[src/design/puv_pkg.sv]
// Shared types and constants for the path validator.
// No dependencies; imported by path_utf8_validator and its testbench.
package puv_pkg;

	localparam int PUV_MAX_PATH_LEN = 256;
	localparam int PUV_MAX_SEG_LEN  = 128;
	localparam int PUV_PREFIX_LEN   = 5;

	localparam logic [7:0] CH_SPACE  = 8'h20;
	localparam logic [7:0] CH_DOT    = 8'h2e;
	localparam logic [7:0] CH_SLASH  = 8'h2f;
	localparam logic [7:0] CH_BSLASH = 8'h5c;
	localparam logic [7:0] CH_DEL    = 8'h7f;

	localparam logic [20:0] CP_MIN_2B    = 21'h000080;
	localparam logic [20:0] CP_MIN_3B    = 21'h000800;
	localparam logic [20:0] CP_MIN_4B    = 21'h010000;
	localparam logic [20:0] CP_MAX       = 21'h10ffff;
	localparam logic [20:0] CP_SURR_LO   = 21'h00d800;
	localparam logic [20:0] CP_SURR_HI   = 21'h00dfff;

	localparam logic [1:0] MIN_CLASS_2B = 2'd1;
	localparam logic [1:0] MIN_CLASS_3B = 2'd2;
	localparam logic [1:0] MIN_CLASS_4B = 2'd3;

	typedef struct packed {
		logic [7:0] path_byte;
		logic       last_byte;
	} puv_in_t;

	typedef struct packed {
		logic       path_valid;
		logic [7:0] segment_count;
	} puv_out_t;

	// Reserved segment prefix, one byte per position.
	function automatic logic [7:0] prefix_byte(input logic [2:0] idx);
		logic [7:0] r;
		begin
			case (idx)
				3'd0:    r = 8'h2e;
				3'd1:    r = 8'h70;
				3'd2:    r = 8'h78;
				3'd3:    r = 8'h61;
				3'd4:    r = 8'h2d;
				default: r = 8'h00;
			endcase
			return r;
		end
	endfunction

endpackage

[src/design/path_utf8_validator.sv]
// Path validator: per-byte segment, character and UTF-8 rule checks.
// Depends on puv_pkg.
// The verdict is registered in the result register once the last byte of a path has
// passed the input register and any earlier verdict has been taken by out_ready.
// Throughput: one byte per cycle; the input register, the running state and the
// result register each take one step per cycle. A verdict held by out_ready stalls
// only the final byte of the next path, which waits in the input register.
// Reset (arst_n low, asynchronous) clears all running path state and both valids.
module path_utf8_validator #(
	parameter int MAX_PATH_LEN    = puv_pkg::PUV_MAX_PATH_LEN,
	parameter int MAX_SEGMENT_LEN = puv_pkg::PUV_MAX_SEG_LEN
) (
	input  logic              clk,
	input  logic              arst_n,
	input  logic              in_valid,
	output logic              in_ready,
	input  puv_pkg::puv_in_t  in_data,
	output logic              out_valid,
	input  logic              out_ready,
	output puv_pkg::puv_out_t out_data
);
	import puv_pkg::*;

	localparam int BS_W = $clog2(MAX_PATH_LEN + 2);
	localparam int SL_W = $clog2(MAX_SEGMENT_LEN + 2);
	localparam logic [BS_W-1:0] BS_MAX = BS_W'(MAX_PATH_LEN);
	localparam logic [SL_W-1:0] SL_MAX = SL_W'(MAX_SEGMENT_LEN);

	// input stage
	logic       valid_s1;
	logic [7:0] byte_s1;
	logic       last_s1;
	logic       adv_s1;

	// running state
	logic [BS_W-1:0] bytes_seen_q;
	logic [SL_W-1:0] seg_len_q;
	logic [7:0]      segs_q;
	logic [1:0]      cont_q;
	logic [20:0]     acc_q;
	logic [1:0]      min_class_q;
	logic [2:0]      prefix_q;
	logic            failed_q;
	logic            dots_q;

	logic            out_valid_q;
	puv_out_t        out_q;

	// next-state values
	logic [BS_W-1:0] bs_n;
	logic [SL_W-1:0] sl_n;
	logic [7:0]      segs_n;
	logic [1:0]      cont_n;
	logic [20:0]     acc_n;
	logic [20:0]     acc_shift;
	logic [20:0]     cp_min;
	logic [1:0]      min_n;
	logic [2:0]      prefix_n;
	logic            fail_n;
	logic            dots_n;
	logic            is_slash;
	logic            end_seg;

	assign adv_s1   = valid_s1 && (!last_s1 || !out_valid_q || out_ready);
	assign in_ready = !valid_s1 || adv_s1;

	always_comb begin
		is_slash  = (byte_s1 == CH_SLASH);
		end_seg   = is_slash || last_s1;
		bs_n      = bytes_seen_q;
		sl_n      = seg_len_q;
		segs_n    = segs_q;
		cont_n    = cont_q;
		acc_n     = acc_q;
		min_n     = min_class_q;
		prefix_n  = prefix_q;
		fail_n    = failed_q;
		dots_n    = dots_q;
		acc_shift = {acc_q[14:0], byte_s1[5:0]};
		cp_min    = (min_class_q == MIN_CLASS_2B) ? CP_MIN_2B :
		            (min_class_q == MIN_CLASS_3B) ? CP_MIN_3B : CP_MIN_4B;

		if (bytes_seen_q <= BS_MAX)
			bs_n = bytes_seen_q + 1'b1;
		if (bs_n > BS_MAX)
			fail_n = 1'b1;

		if (!is_slash) begin
			if (seg_len_q < SL_W'(PUV_PREFIX_LEN) && SL_W'(prefix_q) == seg_len_q &&
			    byte_s1 == prefix_byte(prefix_q)) begin
				prefix_n = prefix_q + 3'd1;
				if (prefix_n == 3'(PUV_PREFIX_LEN))
					fail_n = 1'b1;
			end
			if (byte_s1 != CH_DOT)
				dots_n = 1'b0;
			if (seg_len_q <= SL_MAX)
				sl_n = seg_len_q + 1'b1;

			if (cont_q != 2'd0) begin
				if (byte_s1[7:6] != 2'b10) begin
					fail_n = 1'b1;
					cont_n = 2'd0;
				end else begin
					acc_n  = acc_shift;
					cont_n = cont_q - 2'd1;
					if (cont_n == 2'd0 && (acc_shift < cp_min || acc_shift > CP_MAX ||
					    (acc_shift >= CP_SURR_LO && acc_shift <= CP_SURR_HI)))
						fail_n = 1'b1;
				end
			end else if (byte_s1 inside {[8'h00:8'h7f]}) begin
				if (byte_s1 < CH_SPACE || byte_s1 == CH_DEL || byte_s1 == CH_BSLASH)
					fail_n = 1'b1;
			end else if (byte_s1 inside {[8'hc0:8'hdf]}) begin
				acc_n  = {16'd0, byte_s1[4:0]};
				min_n  = MIN_CLASS_2B;
				cont_n = 2'd1;
			end else if (byte_s1 inside {[8'he0:8'hef]}) begin
				acc_n  = {17'd0, byte_s1[3:0]};
				min_n  = MIN_CLASS_3B;
				cont_n = 2'd2;
			end else if (byte_s1 inside {[8'hf0:8'hf7]}) begin
				acc_n  = {18'd0, byte_s1[2:0]};
				min_n  = MIN_CLASS_4B;
				cont_n = 2'd3;
			end else begin
				fail_n = 1'b1;
			end
		end

		// a trailing slash has already closed its segment; it just fails the path
		if (last_s1 && is_slash)
			fail_n = 1'b1;
		if (end_seg) begin
			if (sl_n == '0 || sl_n > SL_MAX)
				fail_n = 1'b1;
			if (dots_n && sl_n <= SL_W'(2))
				fail_n = 1'b1;
			if (cont_n != 2'd0)
				fail_n = 1'b1;
			if (segs_q != 8'hff)
				segs_n = segs_q + 8'd1;
		end
	end

	always_ff @(posedge clk or negedge arst_n) begin
		if (!arst_n) begin
			valid_s1 <= 1'b0;
		end else if (in_ready) begin
			valid_s1 <= in_valid;
		end
	end

	always_ff @(posedge clk) begin
		if (in_valid && in_ready) begin
			byte_s1 <= in_data.path_byte;
			last_s1 <= in_data.last_byte;
		end
	end

	always_ff @(posedge clk or negedge arst_n) begin
		if (!arst_n) begin
			bytes_seen_q <= '0;
			seg_len_q    <= '0;
			segs_q       <= '0;
			cont_q       <= '0;
			acc_q        <= '0;
			min_class_q  <= '0;
			prefix_q     <= '0;
			failed_q     <= 1'b0;
			dots_q       <= 1'b1;
		end else if (adv_s1) begin
			if (last_s1 || end_seg) begin
				seg_len_q   <= '0;
				cont_q      <= '0;
				acc_q       <= '0;
				min_class_q <= '0;
				prefix_q    <= '0;
				dots_q      <= 1'b1;
			end else begin
				seg_len_q   <= sl_n;
				cont_q      <= cont_n;
				acc_q       <= acc_n;
				min_class_q <= min_n;
				prefix_q    <= prefix_n;
				dots_q      <= dots_n;
			end
			if (last_s1) begin
				bytes_seen_q <= '0;
				segs_q       <= '0;
				failed_q     <= 1'b0;
			end else begin
				bytes_seen_q <= bs_n;
				segs_q       <= segs_n;
				failed_q     <= fail_n;
			end
		end
	end

	always_ff @(posedge clk or negedge arst_n) begin
		if (!arst_n) begin
			out_valid_q <= 1'b0;
		end else if (adv_s1 && last_s1) begin
			out_valid_q <= 1'b1;
		end else if (out_ready) begin
			out_valid_q <= 1'b0;
		end
	end

	always_ff @(posedge clk) begin
		if (adv_s1 && last_s1) begin
			out_q.path_valid    <= !fail_n;
			out_q.segment_count <= fail_n ? 8'd0 : segs_n;
		end
	end

	assign out_valid = out_valid_q;
	assign out_data  = out_q;

endmodule

[config.mk]
export PLATFORM = sky130hd
export DESIGN_NAME = path_utf8_validator
export DESIGN_NICKNAME = d
export VERILOG_FILES = /design/src/design/puv_pkg.sv /design/src/design/path_utf8_validator.sv
export SDC_FILE = /design/constraint.sdc
export NUM_CORES = 1
export LEC_CHECK = 0
export BUFFER_PORTS_ARGS = -buffer_cell sky130_fd_sc_hd__clkbuf_2
export CAP_MARGIN = 30
export CORE_MARGIN = 2
export CORE_UTILIZATION = 42
export DETAILED_ROUTE_END_ITERATION = 12
export GPL_TIMING_DRIVEN = 0
export PLACE_DENSITY = 0.61
export SLEW_MARGIN = 15
export SYNTH_ARGS = -nofsm -noshare
export SYNTH_HDL_FRONTEND = slang
export SYNTH_SLANG_ARGS = --single-unit
export TNS_END_PERCENT = 100
[constraint.sdc]
create_clock -name clk -period 2.68 [get_ports clk]
set_input_delay 0.402 -clock clk [delete_from_list [all_inputs] [get_ports clk]]
set_output_delay 0.402 -clock clk [all_outputs]
set_load 0.02 [all_outputs]
==> results.cfg <==
[outcome]
status = finished with violations
violations = negative setup slack

[clock_tree]
clk_latency_ps = 360
cts_made_buffers = 9
cts.sinks = 69
cts-root-buf = clkbuf_8
htreeDepth = 3
cts_tree = yes
path_clk_slew_ps = 70
clockBufferDepth = 2

[timing]
rsz0062_at_grt = true
max_clock_freq_mhz = 370
fin_setup_tns_ps = -27.5
clock-skew-final_ps = 12.4
hold_slack_ps = 123
post-route-period-util = 1.01
setup_viol = 3
worstMarginPinSlew_ps = 862
setup_slack_ps = -20.3
slew_headroom = 0.425
min_period_ps = 2700
hold_viol_final = 0
slew_violations = 0

[global_routing]
grt_pass1_vias = 3642
grtUsageTotal = 0.204
grt_pass1_wl_mm = 17.8
gr-total-overflow = 0
grt_max_degree = 52
antenna_found_initial = 0

[synthesis]
yosysTopAreaCell = dfrtp_1
synth_top_area_frac = 0.291
synthArstFlopShare = 0.739
synth_edf_count = 18
synth_top_family_by_area = simple AND/OR/NAND/NOR gates
yosysUniqueCellTypes = 71
synth-main-ff-cell = dfrtp_1
yosysWarningCount = 0
synthAdderAreaFrac = 0.0495
synthXorXnorAreaFrac = 0.0285
synth_nets = 503
synth_mux_area_frac = 0.0180
syn_area_um2 = 4300
ys_top_cells_by_area = dfrtp_1 (29%), edfxtp_1 (13%), nand2_1 (6.0%)
ys_ff_latch = 69
synth_simple_gate_area_frac = 0.222
syn_area_per_cell_um2 = 9.09
synth_compound_area_frac = 0.216
ys_seq_area_frac = 0.423
syn_inst = 473

[drt]
wl_mm = 10.7
wl_per_cell_um = 16.1
drt_iter0_markers = 244
vias_per_cell = 5.65
vias = 3774
drc = 0
dr.pass1.iters = 5
antenna_left = 0

[die]
initial_core_util = 0.436
core-area_um2 = 9860
rows = 36
die_x_um = 105
io_pins = 24
dieArea_um2 = 11100
die_h_um = 105

[placed_design]
place_congestion = 0.850
portBuffers = 23
dp_slack_ps = -429
hpwl_mm = 7.16
dp.cells = 629

[layout]
layoutNonFillerInstCount = 668
n_antenna_cell = 0
syn_to_final_growth_pct = 20.7
layout-drive-gt1-share = 0.215
final_cell_mix = nand2_1 (67), o21ai_0 (51), dfrtp_1 (47)
fin_nets = 560
final_common_cell = nand2_1

[pwr]
ir_drop_mv = 0.317
totalPowerFinal_mw = 2.97
p_per_area_nw_per_um2 = 572
power.leakage_nw = 2.09

[critical_path]
start_kind = flip-flop
critical_path_required_ps = 2780
cp-end-kind = flip-flop
cp.arrival_ps = 2800
crit_fanout = 7
worstSetupPathType = reg -> reg

[job]
maxCapViolations = 0

[worst_hold_path]
min_path_type = in -> async
layer usage:
metal	vias to the layer above	track usage	wire length [um]	part of all wire
met5	-	0	0	0
met4	0	0.0667	85	0.0079
met3	8	0.0593	494	0.046
met2	88	0.320	5020	0.47
met1	1820	0.268	5130	0.48
li1	1858	-	-	-
cell families (layout without fill, tap and decap cells):
| kind of cell | Yosys count | in the layout |
|---|---|---|
| AOI/OAI and AO/OA | 135 | 136 |
| xor gates and xnor gates | 14 | 14 |
| adders and majority gates | 17 | 17 |
| buffers and inverters | 47 | 108 |
| DFF | 69 | 69 |
| muxes | 7 | 7 |
| and+or+nand+nor | 184 | 184 |
state kept, by name, indices dropped and copies added, names as in the netlist, 2 cells and up:
| register | flops |
|---|---|
| acc_q | 15 |
| bytes_seen_q | 9 |
| out_data | 9 |
| byte_s1 | 8 |
| seg_len_q | 8 |
| segs_q | 8 |
| prefix_q | 3 |
| cont_q | 2 |
| min_class_q | 2 |
power by group:
group	internal, mW	total [mW]	switching [mW]	leakage, nW
clock network	0.353	0.750	0.397	0.0865
logic	0.395	0.935	0.540	1.14
registers	1.19	1.29	0.0982	0.858
total	1.94	2.97	1.04	2.09
cell type report:
type	instances	area (um2)
Multi-Input combinational cell	358	2510
Clock buffer	11	141
Buffer	24	108
Sequential cell	69	1820
Fill cell	914	4670
Tap cell	133	166
Timing Repair Buffer	47	339
Clock inverter	5	26.3
Inverter	21	78.8
per-stage QoR:
step,cell area (um2),util
final,5190,0.526
after global routing,5190,0.526
after CTS,4950,0.502
after detailed placement,4580,0.465
after global placement,4580,0.464
after floorplan,4300,-
worst max-delay path: stages, from the launching register on:
cell and delay (ps):
dfrtp_2 450, or4_4 530, o31a_1 310, buf_6 140, o21ba_1 190, a22oi_2 150
buf_4 150, nand3_4 90, a31oi_4 320, a211oi_2 130
worst paths after layout:
check                        startpoint           end  slack [ps]  depth (start not counted)
min reg2reg                   acc_q[13]     acc_q[13]         480                          2
max                        seg_len_q[3]   out_data[6]         -20                          9
max reg2reg                seg_len_q[3]   out_data[6]         -20                          9
max in group asynchronous        arst_n  seg_len_q[3]        2020                          1
min                              arst_n      acc_q[7]         120                          1
min in group clk             in_data[1]    byte_s1[0]         210                          1
synth_stat cells, drive strengths merged (2+ instances only):
cell	n
mux2	3
a2111oi	2
o311ai	2
nor3b	3
o21ai	54
edfxtp	18
buf	5
a41oi	3
clkbuf	21
a211oi	10
a21o	5
a21oi	17
a31oi	7
ha	17
nand4b	4
and4	2
o22ai	6
and2	4
nand4	11
inv	21
and4b	4
mux2i	4
or4	3
dfrtp	50
o31ai	7
nand2	69
xor2	9
nor4	3
and3	7
or3	3
xnor2	5
nor2b	5
nand3b	3
nand3	16
a32o	2
o21a	2
nor2	22
nor3	11
o41ai	3
a31o	2
nand2b	9
timing repair:
action                                  CTS  global route
pin swaps                                 7             8
resized for setup                        22            27
endpoints found under the setup margin   10            10
hold buffers                              0             0
buffers inserted                          9            15
cloned                                    1             0
Note: power is estimated with default switching activity, not from simulation.
